`config.mk`:
```
export PLATFORM = sky130hd
export DESIGN_NAME = min_plus_convolution_convex
export DESIGN_NICKNAME = d
export VERILOG_FILES = /design/src/rtl/core/mpconv_pkg.sv /design/src/rtl/core/mpconv_seq.sv /design/src/rtl/core/min_plus_convolution_convex.sv
export SDC_FILE = /design/constraint.sdc
export NUM_CORES = 2
export LEC_CHECK = 0
export ABC_CLOCK_PERIOD_IN_PS = 7210
export BUFFER_PORTS_ARGS = -buffer_cell sky130_fd_sc_hd__buf_4
export CAP_MARGIN = 0
export CORE_AREA = 2 2 393 395
export DETAILED_ROUTE_END_ITERATION = 12
export DIE_AREA = 0 0 395 397
export PLACE_DENSITY = 0.77
export SYNTH_ARGS = -nofsm -noshare
export SYNTH_HDL_FRONTEND = slang
export SYNTH_HIERARCHICAL = 1
export SYNTH_SLANG_ARGS = --single-unit
```
`constraint.sdc`:
```
create_clock -name clock -period 7.21 [get_ports clock]
set_clock_uncertainty 0.1 [all_clocks]
set_input_delay 1.0815 -clock clock [delete_from_list [all_inputs] [get_ports clock]]
set_output_delay 1.0815 -clock clock [all_outputs]
set_load 0.01 [all_outputs]
```
`src/rtl/core/mpconv_pkg.sv`:
```
// Shared types and codes for the min-plus convolution block.
`default_nettype none

package mpconv_pkg;

   typedef enum logic [1:0] {
      ACT_APPEND_FIRST  = 2'd0,
      ACT_APPEND_SECOND = 2'd1,
      ACT_COMPUTE       = 2'd2,
      ACT_NONE          = 2'd3
   } action_type;

   typedef enum logic [1:0] {
      STAT_OK        = 2'd0,
      STAT_EMPTY     = 2'd1,
      STAT_NOT_CONV  = 2'd2,
      STAT_TOO_LONG  = 2'd3
   } status_type;

   typedef enum logic [2:0] {
      ST_IDLE,
      ST_START,
      ST_READ,
      ST_ACC,
      ST_EMIT
   } state_type;

   typedef struct packed {
      action_type         action;
      logic signed [31:0] value;
   } req_type;

   typedef struct packed {
      logic signed [32:0] sum_min;
      status_type         status;
      logic               last;
   } rsp_type;

endpackage

`default_nettype wire

```
`src/rtl/core/mpconv_seq.sv`:
```
// One sequence store: element memory, fill count and running convexity check.
`default_nettype none

module mpconv_seq #(
   parameter int MAX_LEN = 32,
   localparam int AW = $clog2(MAX_LEN),
   localparam int CW = $clog2(MAX_LEN + 1)
) (
   input  wire logic                clock,
   input  wire logic                reset,
   input  wire logic                clear,
   input  wire logic                append,
   input  wire logic signed [31:0]  value,
   input  wire logic [AW-1:0]       rd_addr,
   output logic [CW-1:0]            count,
   output logic                     convex,
   output logic signed [31:0]       rd_data
);
   import mpconv_pkg::*;

   logic signed [31:0] mem [MAX_LEN];
   logic [CW-1:0]      count_ff, count_in;
   logic               convex_ff, convex_in;
   logic signed [31:0] prev_ff, prev_in;
   logic signed [31:0] last_ff, last_in;
   logic signed [31:0] rd_data_ff;
   logic               full;
   logic               wr;
   logic signed [34:0] diff2;

   assign full = (count_ff == CW'(MAX_LEN));
   assign wr   = append && !full;

   // second difference of the two held elements and the incoming one
   assign diff2 = 35'(prev_ff) - (35'(last_ff) <<< 1) + 35'(value);

   always_comb begin
      count_in  = count_ff;
      convex_in = convex_ff;
      prev_in   = prev_ff;
      last_in   = last_ff;
      if (clear) begin
         count_in  = '0;
         convex_in = 1'b1;
      end else if (wr) begin
         count_in = count_ff + CW'(1);
         prev_in  = last_ff;
         last_in  = value;
         if (count_ff >= CW'(2) && diff2 < 0) begin
            convex_in = 1'b0;
         end
      end
   end

   always_ff @(posedge clock) begin
      if (reset) begin
         count_ff  <= '0;
         convex_ff <= 1'b1;
      end else begin
         count_ff  <= count_in;
         convex_ff <= convex_in;
      end
      prev_ff <= prev_in;
      last_ff <= last_in;
   end

   always_ff @(posedge clock) begin
      if (wr) begin
         mem[count_ff[AW-1:0]] <= value;
      end
      rd_data_ff <= mem[rd_addr];
   end

   assign count   = count_ff;
   assign convex  = convex_ff;
   assign rd_data = rd_data_ff;

endmodule

`default_nettype wire

```
`src/rtl/core/min_plus_convolution_convex.sv`:
```
// Min-plus convolution: loads two sequences, then walks each output over one shared adder.
// Append items: one per cycle, no result. Compute: each output i runs a setup state, then per term
//   a memory read and then an add and min, then an emit state; an error result goes from the
//   compute item straight to emit. The input is stalled until the last result loads.
// Output register holds a result while the consumer stalls.
// Synchronous reset clears both fill counts and the sequencer; stores hold no reset value.
`default_nettype none

module min_plus_convolution_convex #(
   parameter int MAX_LEN = 32
) (
   input  wire logic              clock,
   input  wire logic              reset,
   input  wire logic              req_valid,
   output logic                   req_stall,
   input  wire mpconv_pkg::req_type req_data,
   output logic                   rsp_valid,
   input  wire logic              rsp_stall,
   output mpconv_pkg::rsp_type    rsp_data
);
   import mpconv_pkg::*;

   localparam int AW = $clog2(MAX_LEN);
   localparam int CW = $clog2(MAX_LEN + 1);
   localparam int IW = $clog2(2 * MAX_LEN);

   state_type          state_ff, state_in;
   logic [CW-1:0]      pn_ff, pn_in, qn_ff, qn_in;
   logic               swap_ff, swap_in;
   status_type         stat_ff, stat_in;
   logic [IW-1:0]      i_ff, i_in;
   logic [AW-1:0]      j_ff, j_in, lo_ff, lo_in, hi_ff, hi_in;
   logic signed [32:0] best_ff, best_in;
   logic               rsp_valid_ff, rsp_valid_in;
   rsp_type            rsp_ff, rsp_in;

   logic               accept;
   logic               out_free;
   logic               clear;
   logic               app_first, app_second;
   logic [CW-1:0]      first_count, second_count;
   logic               first_convex, second_convex;
   logic signed [31:0] first_rd, second_rd;
   logic [AW-1:0]      first_addr, second_addr, q_addr;
   logic signed [31:0] p_val, q_val;
   logic signed [32:0] term;
   logic [IW:0]        i_ext, lo_calc, final_i;
   logic               is_last;

   assign accept   = req_valid && !req_stall;
   assign out_free = !rsp_valid_ff || !rsp_stall;
   assign req_stall = (state_ff != ST_IDLE);

   assign app_first  = accept && (req_data.action == ACT_APPEND_FIRST);
   assign app_second = accept && (req_data.action == ACT_APPEND_SECOND);
   assign clear      = accept && (req_data.action == ACT_COMPUTE);

   // q is the convex side; swap means q lives in the first store
   assign q_addr      = AW'(i_ff - IW'(j_ff));
   assign first_addr  = swap_ff ? q_addr : j_ff;
   assign second_addr = swap_ff ? j_ff : q_addr;
   assign p_val       = swap_ff ? second_rd : first_rd;
   assign q_val       = swap_ff ? first_rd : second_rd;
   assign term        = 33'(p_val) + 33'(q_val);

   assign i_ext   = (IW + 1)'(i_ff);
   assign lo_calc = (i_ext + (IW + 1)'(1) > (IW + 1)'(qn_ff))
                    ? i_ext + (IW + 1)'(1) - (IW + 1)'(qn_ff) : '0;
   assign final_i = (IW + 1)'(pn_ff) + (IW + 1)'(qn_ff) - (IW + 1)'(2);
   assign is_last = (i_ext == final_i);

   mpconv_seq #(.MAX_LEN(MAX_LEN)) u_first (
      .clock   (clock),
      .reset   (reset),
      .clear   (clear),
      .append  (app_first),
      .value   (req_data.value),
      .rd_addr (first_addr),
      .count   (first_count),
      .convex  (first_convex),
      .rd_data (first_rd)
   );

   mpconv_seq #(.MAX_LEN(MAX_LEN)) u_second (
      .clock   (clock),
      .reset   (reset),
      .clear   (clear),
      .append  (app_second),
      .value   (req_data.value),
      .rd_addr (second_addr),
      .count   (second_count),
      .convex  (second_convex),
      .rd_data (second_rd)
   );

   always_comb begin
      state_in     = state_ff;
      pn_in        = pn_ff;
      qn_in        = qn_ff;
      swap_in      = swap_ff;
      stat_in      = stat_ff;
      i_in         = i_ff;
      j_in         = j_ff;
      lo_in        = lo_ff;
      hi_in        = hi_ff;
      best_in      = best_ff;
      rsp_in       = rsp_ff;
      rsp_valid_in = rsp_valid_ff && rsp_stall;

      case (state_ff)
         ST_IDLE: begin
            if (clear) begin
               swap_in = !second_convex;
               pn_in   = second_convex ? first_count : second_count;
               qn_in   = second_convex ? second_count : first_count;
               i_in    = '0;
               if (first_count == '0 || second_count == '0) begin
                  stat_in  = STAT_EMPTY;
                  state_in = ST_EMIT;
               end else if (!first_convex && !second_convex) begin
                  stat_in  = STAT_NOT_CONV;
                  state_in = ST_EMIT;
               end else if ((second_convex ? second_count : first_count) >
                            (second_convex ? first_count : second_count)) begin
                  stat_in  = STAT_TOO_LONG;
                  state_in = ST_EMIT;
               end else begin
                  stat_in  = STAT_OK;
                  state_in = ST_START;
               end
            end
         end
         ST_START: begin
            lo_in = AW'(lo_calc);
            hi_in = (i_ext < (IW + 1)'(pn_ff) - (IW + 1)'(1))
                    ? AW'(i_ff) : AW'(pn_ff - CW'(1));
            j_in     = AW'(lo_calc);
            state_in = ST_READ;
         end
         ST_READ: begin
            state_in = ST_ACC;
         end
         ST_ACC: begin
            if (j_ff == lo_ff || term < best_ff) begin
               best_in = term;
            end
            if (j_ff == hi_ff) begin
               state_in = ST_EMIT;
            end else begin
               j_in     = j_ff + AW'(1);
               state_in = ST_READ;
            end
         end
         ST_EMIT: begin
            if (out_free) begin
               rsp_valid_in   = 1'b1;
               rsp_in.status  = stat_ff;
               if (stat_ff == STAT_OK) begin
                  rsp_in.sum_min = best_ff;
                  rsp_in.last    = is_last;
                  if (is_last) begin
                     state_in = ST_IDLE;
                  end else begin
                     i_in     = i_ff + IW'(1);
                     state_in = ST_START;
                  end
               end else begin
                  rsp_in.sum_min = '0;
                  rsp_in.last    = 1'b1;
                  state_in       = ST_IDLE;
               end
            end
         end
         default: begin
            state_in = ST_IDLE;
         end
      endcase
   end

   always_ff @(posedge clock) begin
      if (reset) begin
         state_ff     <= ST_IDLE;
         rsp_valid_ff <= 1'b0;
      end else begin
         state_ff     <= state_in;
         rsp_valid_ff <= rsp_valid_in;
      end
      pn_ff   <= pn_in;
      qn_ff   <= qn_in;
      swap_ff <= swap_in;
      stat_ff <= stat_in;
      i_ff    <= i_in;
      j_ff    <= j_in;
      lo_ff   <= lo_in;
      hi_ff   <= hi_in;
      best_ff <= best_in;
      rsp_ff  <= rsp_in;
   end

   assign rsp_valid = rsp_valid_ff;
   assign rsp_data  = rsp_ff;

endmodule

`default_nettype wire

```
# Yosys cells after proc, flatten, opt, wreduce, memory -nomap -nowiden
# Memory sizes are Yosys's and may differ from the RTL's. A register that Yosys moved wholly into a read port is not among the register bits.
# Index checks and enable logic that the tools add are counted.
# classes
reduce_logical,39
addsub,16
eq_ne,16
magnitude_cmp,8
bitwise_logic,1
mux,32
# ops
op,count
34-bit by 32-bit adder with 35-bit output,2
35-bit by 1-bit < comparator with 1-bit output (second input constant),2
32-bit by 33-bit subtractor with 34-bit output,2
32-bit 2-to-1 mux,2
6-bit 2-to-1 mux,6
32-bit by 32-bit adder with 33-bit output,1
33-bit < comparator,1
5-bit 2-to-1 mux,5
3-bit 2-to-1 mux,7
6-bit by 1-bit adder with 6-bit output (second input constant),3
2-bit AND reduction,9
3-bit one-hot mux with 5 select lines,1
6-bit == test (second input constant),2
6-bit by 2-bit >= comparator with 1-bit output (second input constant),2
6-bit zero test,2
6-bit one-hot mux with 2 select lines,1
5-bit == test,2
1-bit logical AND,10
2-bit inequality test (second input constant),5
5-bit one-hot mux with 2 select lines,1
5-bit subtractor,2
6-bit by 1-bit adder with 7-bit output (second input constant),1
6-bit by 6-bit adder with 7-bit output,1
6-bit by 7-bit == test with 1-bit output,1
23 further kinds,41
# totals
word_cells,136
ramBits,2048
memories,2
register_bits,251
# memory_table
memory,depth,word_bits,read_ports,rd_ports_with_merged_regs,write_ports,line_no,text
u_first.mem,32,32,1,1,1,mpconv_seq.sv:21,logic signed [31:0] mem [MAX_LEN];
u_second.mem,32,32,1,1,1,mpconv_seq.sv:21,

# Depth between registers and ports, before layout
# depth
ltp_word,7
ltp_mapped,20
mapped_depth_nobuf,19

# Cells and area by module
# Netlist, hierarchy kept.
# by_module_without_submodules
mod,cells_per_inst,seq_area_each_um2,area_each_um2,instances
mpconv_seq at u_first,1850,33452.1,43554.3,1
mpconv_seq at u_second,1848,33452.1,43539.3,1
min_plus_convolution_convex,867,3233.1,8714.6,1

# Worst setup path before layout
# Ideal clock, no wire load.
# synth_path
path_kind,flip-flop to flip-flop
from,reg swap_ff
to,reg best_ff[0] (enable)
required_time_ns,6.718
path_buffers,2
slack_ns,1.950
arrival_ns,4.768
path_stages_with_launch,20
setup_ns,0.392
path_cell_list,edfxtp_1 -> clkbuf_1 -> buf_1 -> mux2i_1 -> fa_1 -> nor2b_4 -> o2111ai_2 -> a311oi_2 -> a21oi_2 -> o21bai_2 -> a21oi_1 -> xnor2_1 -> ha_1 -> a21oi_1 -> o22ai_1 -> o21a_1 -> o21ai_0 -> nand4b_1 -> a31oi_1 -> o21a_1
# synth_between
elab_chain_cells,5
# synth_lines
item,line_no,text
start: declaration,min_plus_convolution_convex.sv:29,"logic swap_ff, swap_in;"
start signal: assignment,min_plus_convolution_convex.sv:190,swap_ff <= swap_in;
32-bit 2-to-1 mux (on tied branches),"min_plus_convolution_convex.sv:62, min_plus_convolution_convex.sv:63",
32-bit by 32-bit adder with 33-bit output *,min_plus_convolution_convex.sv:64,assign term = 33'(p_val) + 33'(q_val);
named net term[26],min_plus_convolution_convex.sv:46,logic signed [32:0] term;
33-bit < comparator *,min_plus_convolution_convex.sv:144,if (j_ff == lo_ff || term < best_ff) begin
1-bit logical OR *,min_plus_convolution_convex.sv:144,
2-bit AND reduction (no line) *,-,
end signal: assignment,min_plus_convolution_convex.sv:196,best_ff <= best_in;
end: declaration,min_plus_convolution_convex.sv:33,"logic signed [32:0] best_ff, best_in;"
# The timed path passes the listed nets; every way through them passes the cells marked *.
# A chain may end at the register's enable or synchronous reset.

# Final worst setup path
# layout_path
from,reg swap_ff
to,reg best_ff[2] (enable)
# The elaborated chain is that of the path after synthesis.

==> flow_summary.ini <==
[global_routing]
globalRoute.totalOverflow = 0
grt_util_all_layers_pct = 30.07
grt_start_max_net_pins = 115
antenna_found_initial = 12
grt_pass1_wl_mm = 334.7
first_global_vias = 47870

[setup_path]
critical-path-top-delay-family = compound AO/OA/AOI/OAI gates
worst_setup_path_startpoint = swap_ff$_DFFE_PP_
ff2ff_path_depth = 21
worstPathArrival_ps = 5880
r2r_setup_slack_ps = 1710
crit_buf_inv = 3
critPathSlowestCell = sky130_fd_sc_hd__buf_4
critical_path.reg2reg.endpoint = best_ff[2]$_DFFE_PP_
r2r_start = swap_ff$_DFFE_PP_
critPathCaptureType = flip-flop
crit_path_end = best_ff[2]$_DFFE_PP_
worstSetupPathType = reg2reg
critPathMaxFanout = 54
cp_data_required_time_ps = 7590
cell_by_cell_listing_of_the_critical_path = buf_4, mux2_2, ha_1, inv_1, fa_1, nor2b_4, o2111ai_2, a311oi_2, a21oi_2, o21bai_2, a21oi_1, xnor2_1, ha_1, a21oi_1, o22ai_1, o21a_1, o21ai_0, nand4b_1, a31oi_1, o21a_1, buf_4
kind_of_launch_point_of_the_worst_setup_path = flip-flop
cp_slowest_stage_delay_ps = 550
cp_num_cells = 21

[synthesis]
syn_area_um2 = 95810
seq_area_frac_synth_pct = 73.21
share_of_synthesized_cell_area_in_full_adder_half_adder_and_majority_cells_pct = 3.662
synthesis.area_per_instance_um2 = 20.99
synthesized_flop_and_latch_total = 2363
synth.largest_area_cell = sky130_fd_sc_hd__edfxtp_1
synth_xor_area_share_pct = 0.6856
postSynthCellCount = 4565
synth-async-reset-ratio_pct = 0
post-synth-top-count-cell = sky130_fd_sc_hd__edfxtp_1
ys_flop_type = sky130_fd_sc_hd__edfxtp_1
postSynthNetCount = 4841
dominant_combinational_cell_family_by_area_after_synthesis = multiplexers
yosys_warnings = 6
count_of_flip_flops_with_a_built_in_enable_after_synthesis = 2281
synth.top_cell.area_share_pct = 71.49
synth_compound_area_share_pct = 1.551
synth.mux.area_fraction_pct = 16.77
netlist_top_cells_area = sky130_fd_sc_hd__edfxtp_1 (71%), sky130_fd_sc_hd__mux4_2 (15%), sky130_fd_sc_hd__ha_1 (2.2%)
netlist-cell-type-count = 78
post_synth_and_or_nand_nor_area_fraction_pct = 1.959
netlist_top_cells_count = sky130_fd_sc_hd__edfxtp_1 (2281), sky130_fd_sc_hd__mux4_2 (640), sky130_fd_sc_hd__inv_1 (285)

[job]
drv.max_cap_violation_count = 0

[routing]
first_iter_violations = 5858
route.final.wire_length_mm = 231.4
final_antenna_net_count = 0
drcViolationCount = 0
detailedRoute.firstPassIterationCount = 6
dr_total_vias = 47100
wl_per_cell_um = 32.99
route.detailed.vias_per_inst = 6.714

[pwr]
max-vdd-ir-drop_mv = 0.2679
power_density_nw_per_um2 = 269.4
power.static_leakage_nw = 35.13
totalPowerFinal_mw = 28.76

[cts]
clock_tree.htree_level_count = 4
path_clk_slew_ps = 60
cts_buffers = 225
post_cts_hold_buffer_count = 0
clk_latency_ps = 860
cell_at_the_root_of_the_clock_tree = sky130_fd_sc_hd__clkbuf_16
tritoncts_clock_tree = done
clock-sinks = 2363
clock_tree.buffer_depth = 3
cts_repair_resize_count = 0
cts_post_setup_buffers_inserted = 0

[die]
initial_core_util_pct = 62.63
core.rowCount = 144
pin_count = 76
core-area_um2 = 153000
chipHeight_um = 397
die_area_um2 = 156800
die_x_um = 395

[timing]
worst_slew_margin_rel_pct = 24.58
max_slew.worst_pin.slew_ps = 1129
max_clock_freq_ghz = 0.1819
min_period_over_period_pct = 76.27
finalMaxSlewViolations = 0
final-hold-violation-count = 0
final_period_minus_worst_setup_slack_ps = 5499
number_of_endpoints_failing_setup_at_the_final_stage = 0
final.setup.tns_ps = 0
rsz_0062_raised_after_global_routing = false

[placed_design]
final_wtd_congestion = 0.8581
dp_wirelength_mm = 123.3
place.port_buffers = 75

[finish]
fillerInstances = 8789
final_layout_size_suffix_gt1_share_pct = 27.65
syn_to_final_growth_pct = 11.42
final_net_count = 5053

[status]
run_status = finished, final reports clean

[min_path]
worstHoldPathType = reg2reg
[power breakdown]
group | switching (mW) | internal (mW)
Combinational | 1.10 | 0.727
Clock | 5.02 | 6.68
Sequential | 0.0642 | 15.2
[metrics by stage]
| stage | worst slack, ps | area, um^2 | cells | util (%) | hold WS, ps |
|---|---|---|---|---|---|
| after detailed placement | 1745 | 99400 | 6594 | 64.98 | 333.4 |
| after global placement | 1860 | 99400 | 6594 | 64.98 | 327.0 |
| after global routing | 1289 | 106700 | 7009 | 69.78 | 344.6 |
| after floorplan | 1950 | 95810 | 4565 | - | 324.4 |
| final | 1711 | 106800 | 7015 | 69.79 | 344.4 |
| after CTS | 1666 | 106700 | 7009 | 69.78 | 345.2 |
[worst register-to-register path, stage by stage, from the launching register on]
cell                        delay (ps)
sky130_fd_sc_hd__edfxtp_1          340
sky130_fd_sc_hd__buf_4             550
sky130_fd_sc_hd__mux2_2            330
sky130_fd_sc_hd__ha_1              180
sky130_fd_sc_hd__inv_1              60
sky130_fd_sc_hd__fa_1              440
sky130_fd_sc_hd__nor2b_4           150
sky130_fd_sc_hd__o2111ai_2         180
sky130_fd_sc_hd__a311oi_2          420
sky130_fd_sc_hd__a21oi_2           130
sky130_fd_sc_hd__o21bai_2          240
sky130_fd_sc_hd__a21oi_1           110
sky130_fd_sc_hd__xnor2_1           240
sky130_fd_sc_hd__ha_1              290
sky130_fd_sc_hd__a21oi_1           150
sky130_fd_sc_hd__o22ai_1            90
sky130_fd_sc_hd__o21a_1            170
sky130_fd_sc_hd__o21ai_0           140
sky130_fd_sc_hd__nand4b_1          120
sky130_fd_sc_hd__a31oi_1           170
sky130_fd_sc_hd__o21a_1            130
sky130_fd_sc_hd__buf_4             370
[state kept, by name, indices dropped and copies added (netlist names), 32 cells and up]
| register | flops |
|---|---|
| best_ff | 33 |
| rsp_data | 36 |
| u_first/last_ff | 32 |
| u_first/mem | 1024 |
| u_first/prev_ff | 32 |
| u_first/rd_data | 32 |
| u_second/last_ff | 32 |
| u_second/mem | 1024 |
| u_second/prev_ff | 32 |
| u_second/rd_data | 32 |
[routing by layer]
layer | vias up | GRT usage [%] | part of all wire (%)
met1 | 24790 | 41.46 | 37
met5 | - | 0 | 0.026
met3 | 494 | 5.967 | 10
li1 | 18990 | - | -
met2 | 2813 | 49.03 | 50
met4 | 8 | 10.26 | 3.5
[worst min path at each step]
stage,start,to,slack [ps],cells past startpoint
4_1_cts,u_second/last_ff[23]$_DFFE_PP_,u_second/prev_ff[23]$_DFFE_PP_,350,0
6_report,u_second/last_ff[23]$_DFFE_PP_,u_second/prev_ff[23]$_DFFE_PP_,340,0
3_5_place_dp,u_first/last_ff[7]$_DFFE_PP_,u_first/prev_ff[7]$_DFFE_PP_,330,0
2_1_floorplan,stat_ff[1]$_SDFFCE_PP0P_,rsp_data[2]$_DFFE_PP_,320,0
5_1_grt,u_second/last_ff[23]$_DFFE_PP_,u_second/prev_ff[23]$_DFFE_PP_,340,0
3_3_place_gp,u_first/last_ff[5]$_DFFE_PP_,u_first/prev_ff[5]$_DFFE_PP_,330,0
[layout make-up]
class	instances	area, um^2	area share [%]
Timing Repair Buffer	181	1521	1.425
Multi-Input combinational cell	1721	24110	22.59
Clock inverter	110	1039	0.9728
Clock buffer	305	6299	5.900
Antenna cell	6	15.01	0.01406
Sequential cell	2363	70140	65.70
Inverter	285	1070	1.002
Tap cell	2044	2557	2.396
[cells in the final DEF (no fill, tap or decap), drive strengths merged, types with 74 or more instances in the layout]
master / instances
clkinv: 74
clkbuf: 305
edfxtp: 2281
nand2: 75
ha: 170
mux4: 640
mux2: 130
inv: 294
buf: 181
dfxtp: 82
a21oi: 84
nor2: 116
[cells by family (layout without fill, tap and decap cells)]
group	count (synthesis)	count (layout)
compound gates	230	230
fa+ha+maj	240	240
flops	2363	2363
xor+xnor	75	75
simple gates	387	387
mux	789	789
other cells	0	6
buf+inv	481	881
Note: power is estimated with default switching activity, not from simulation.
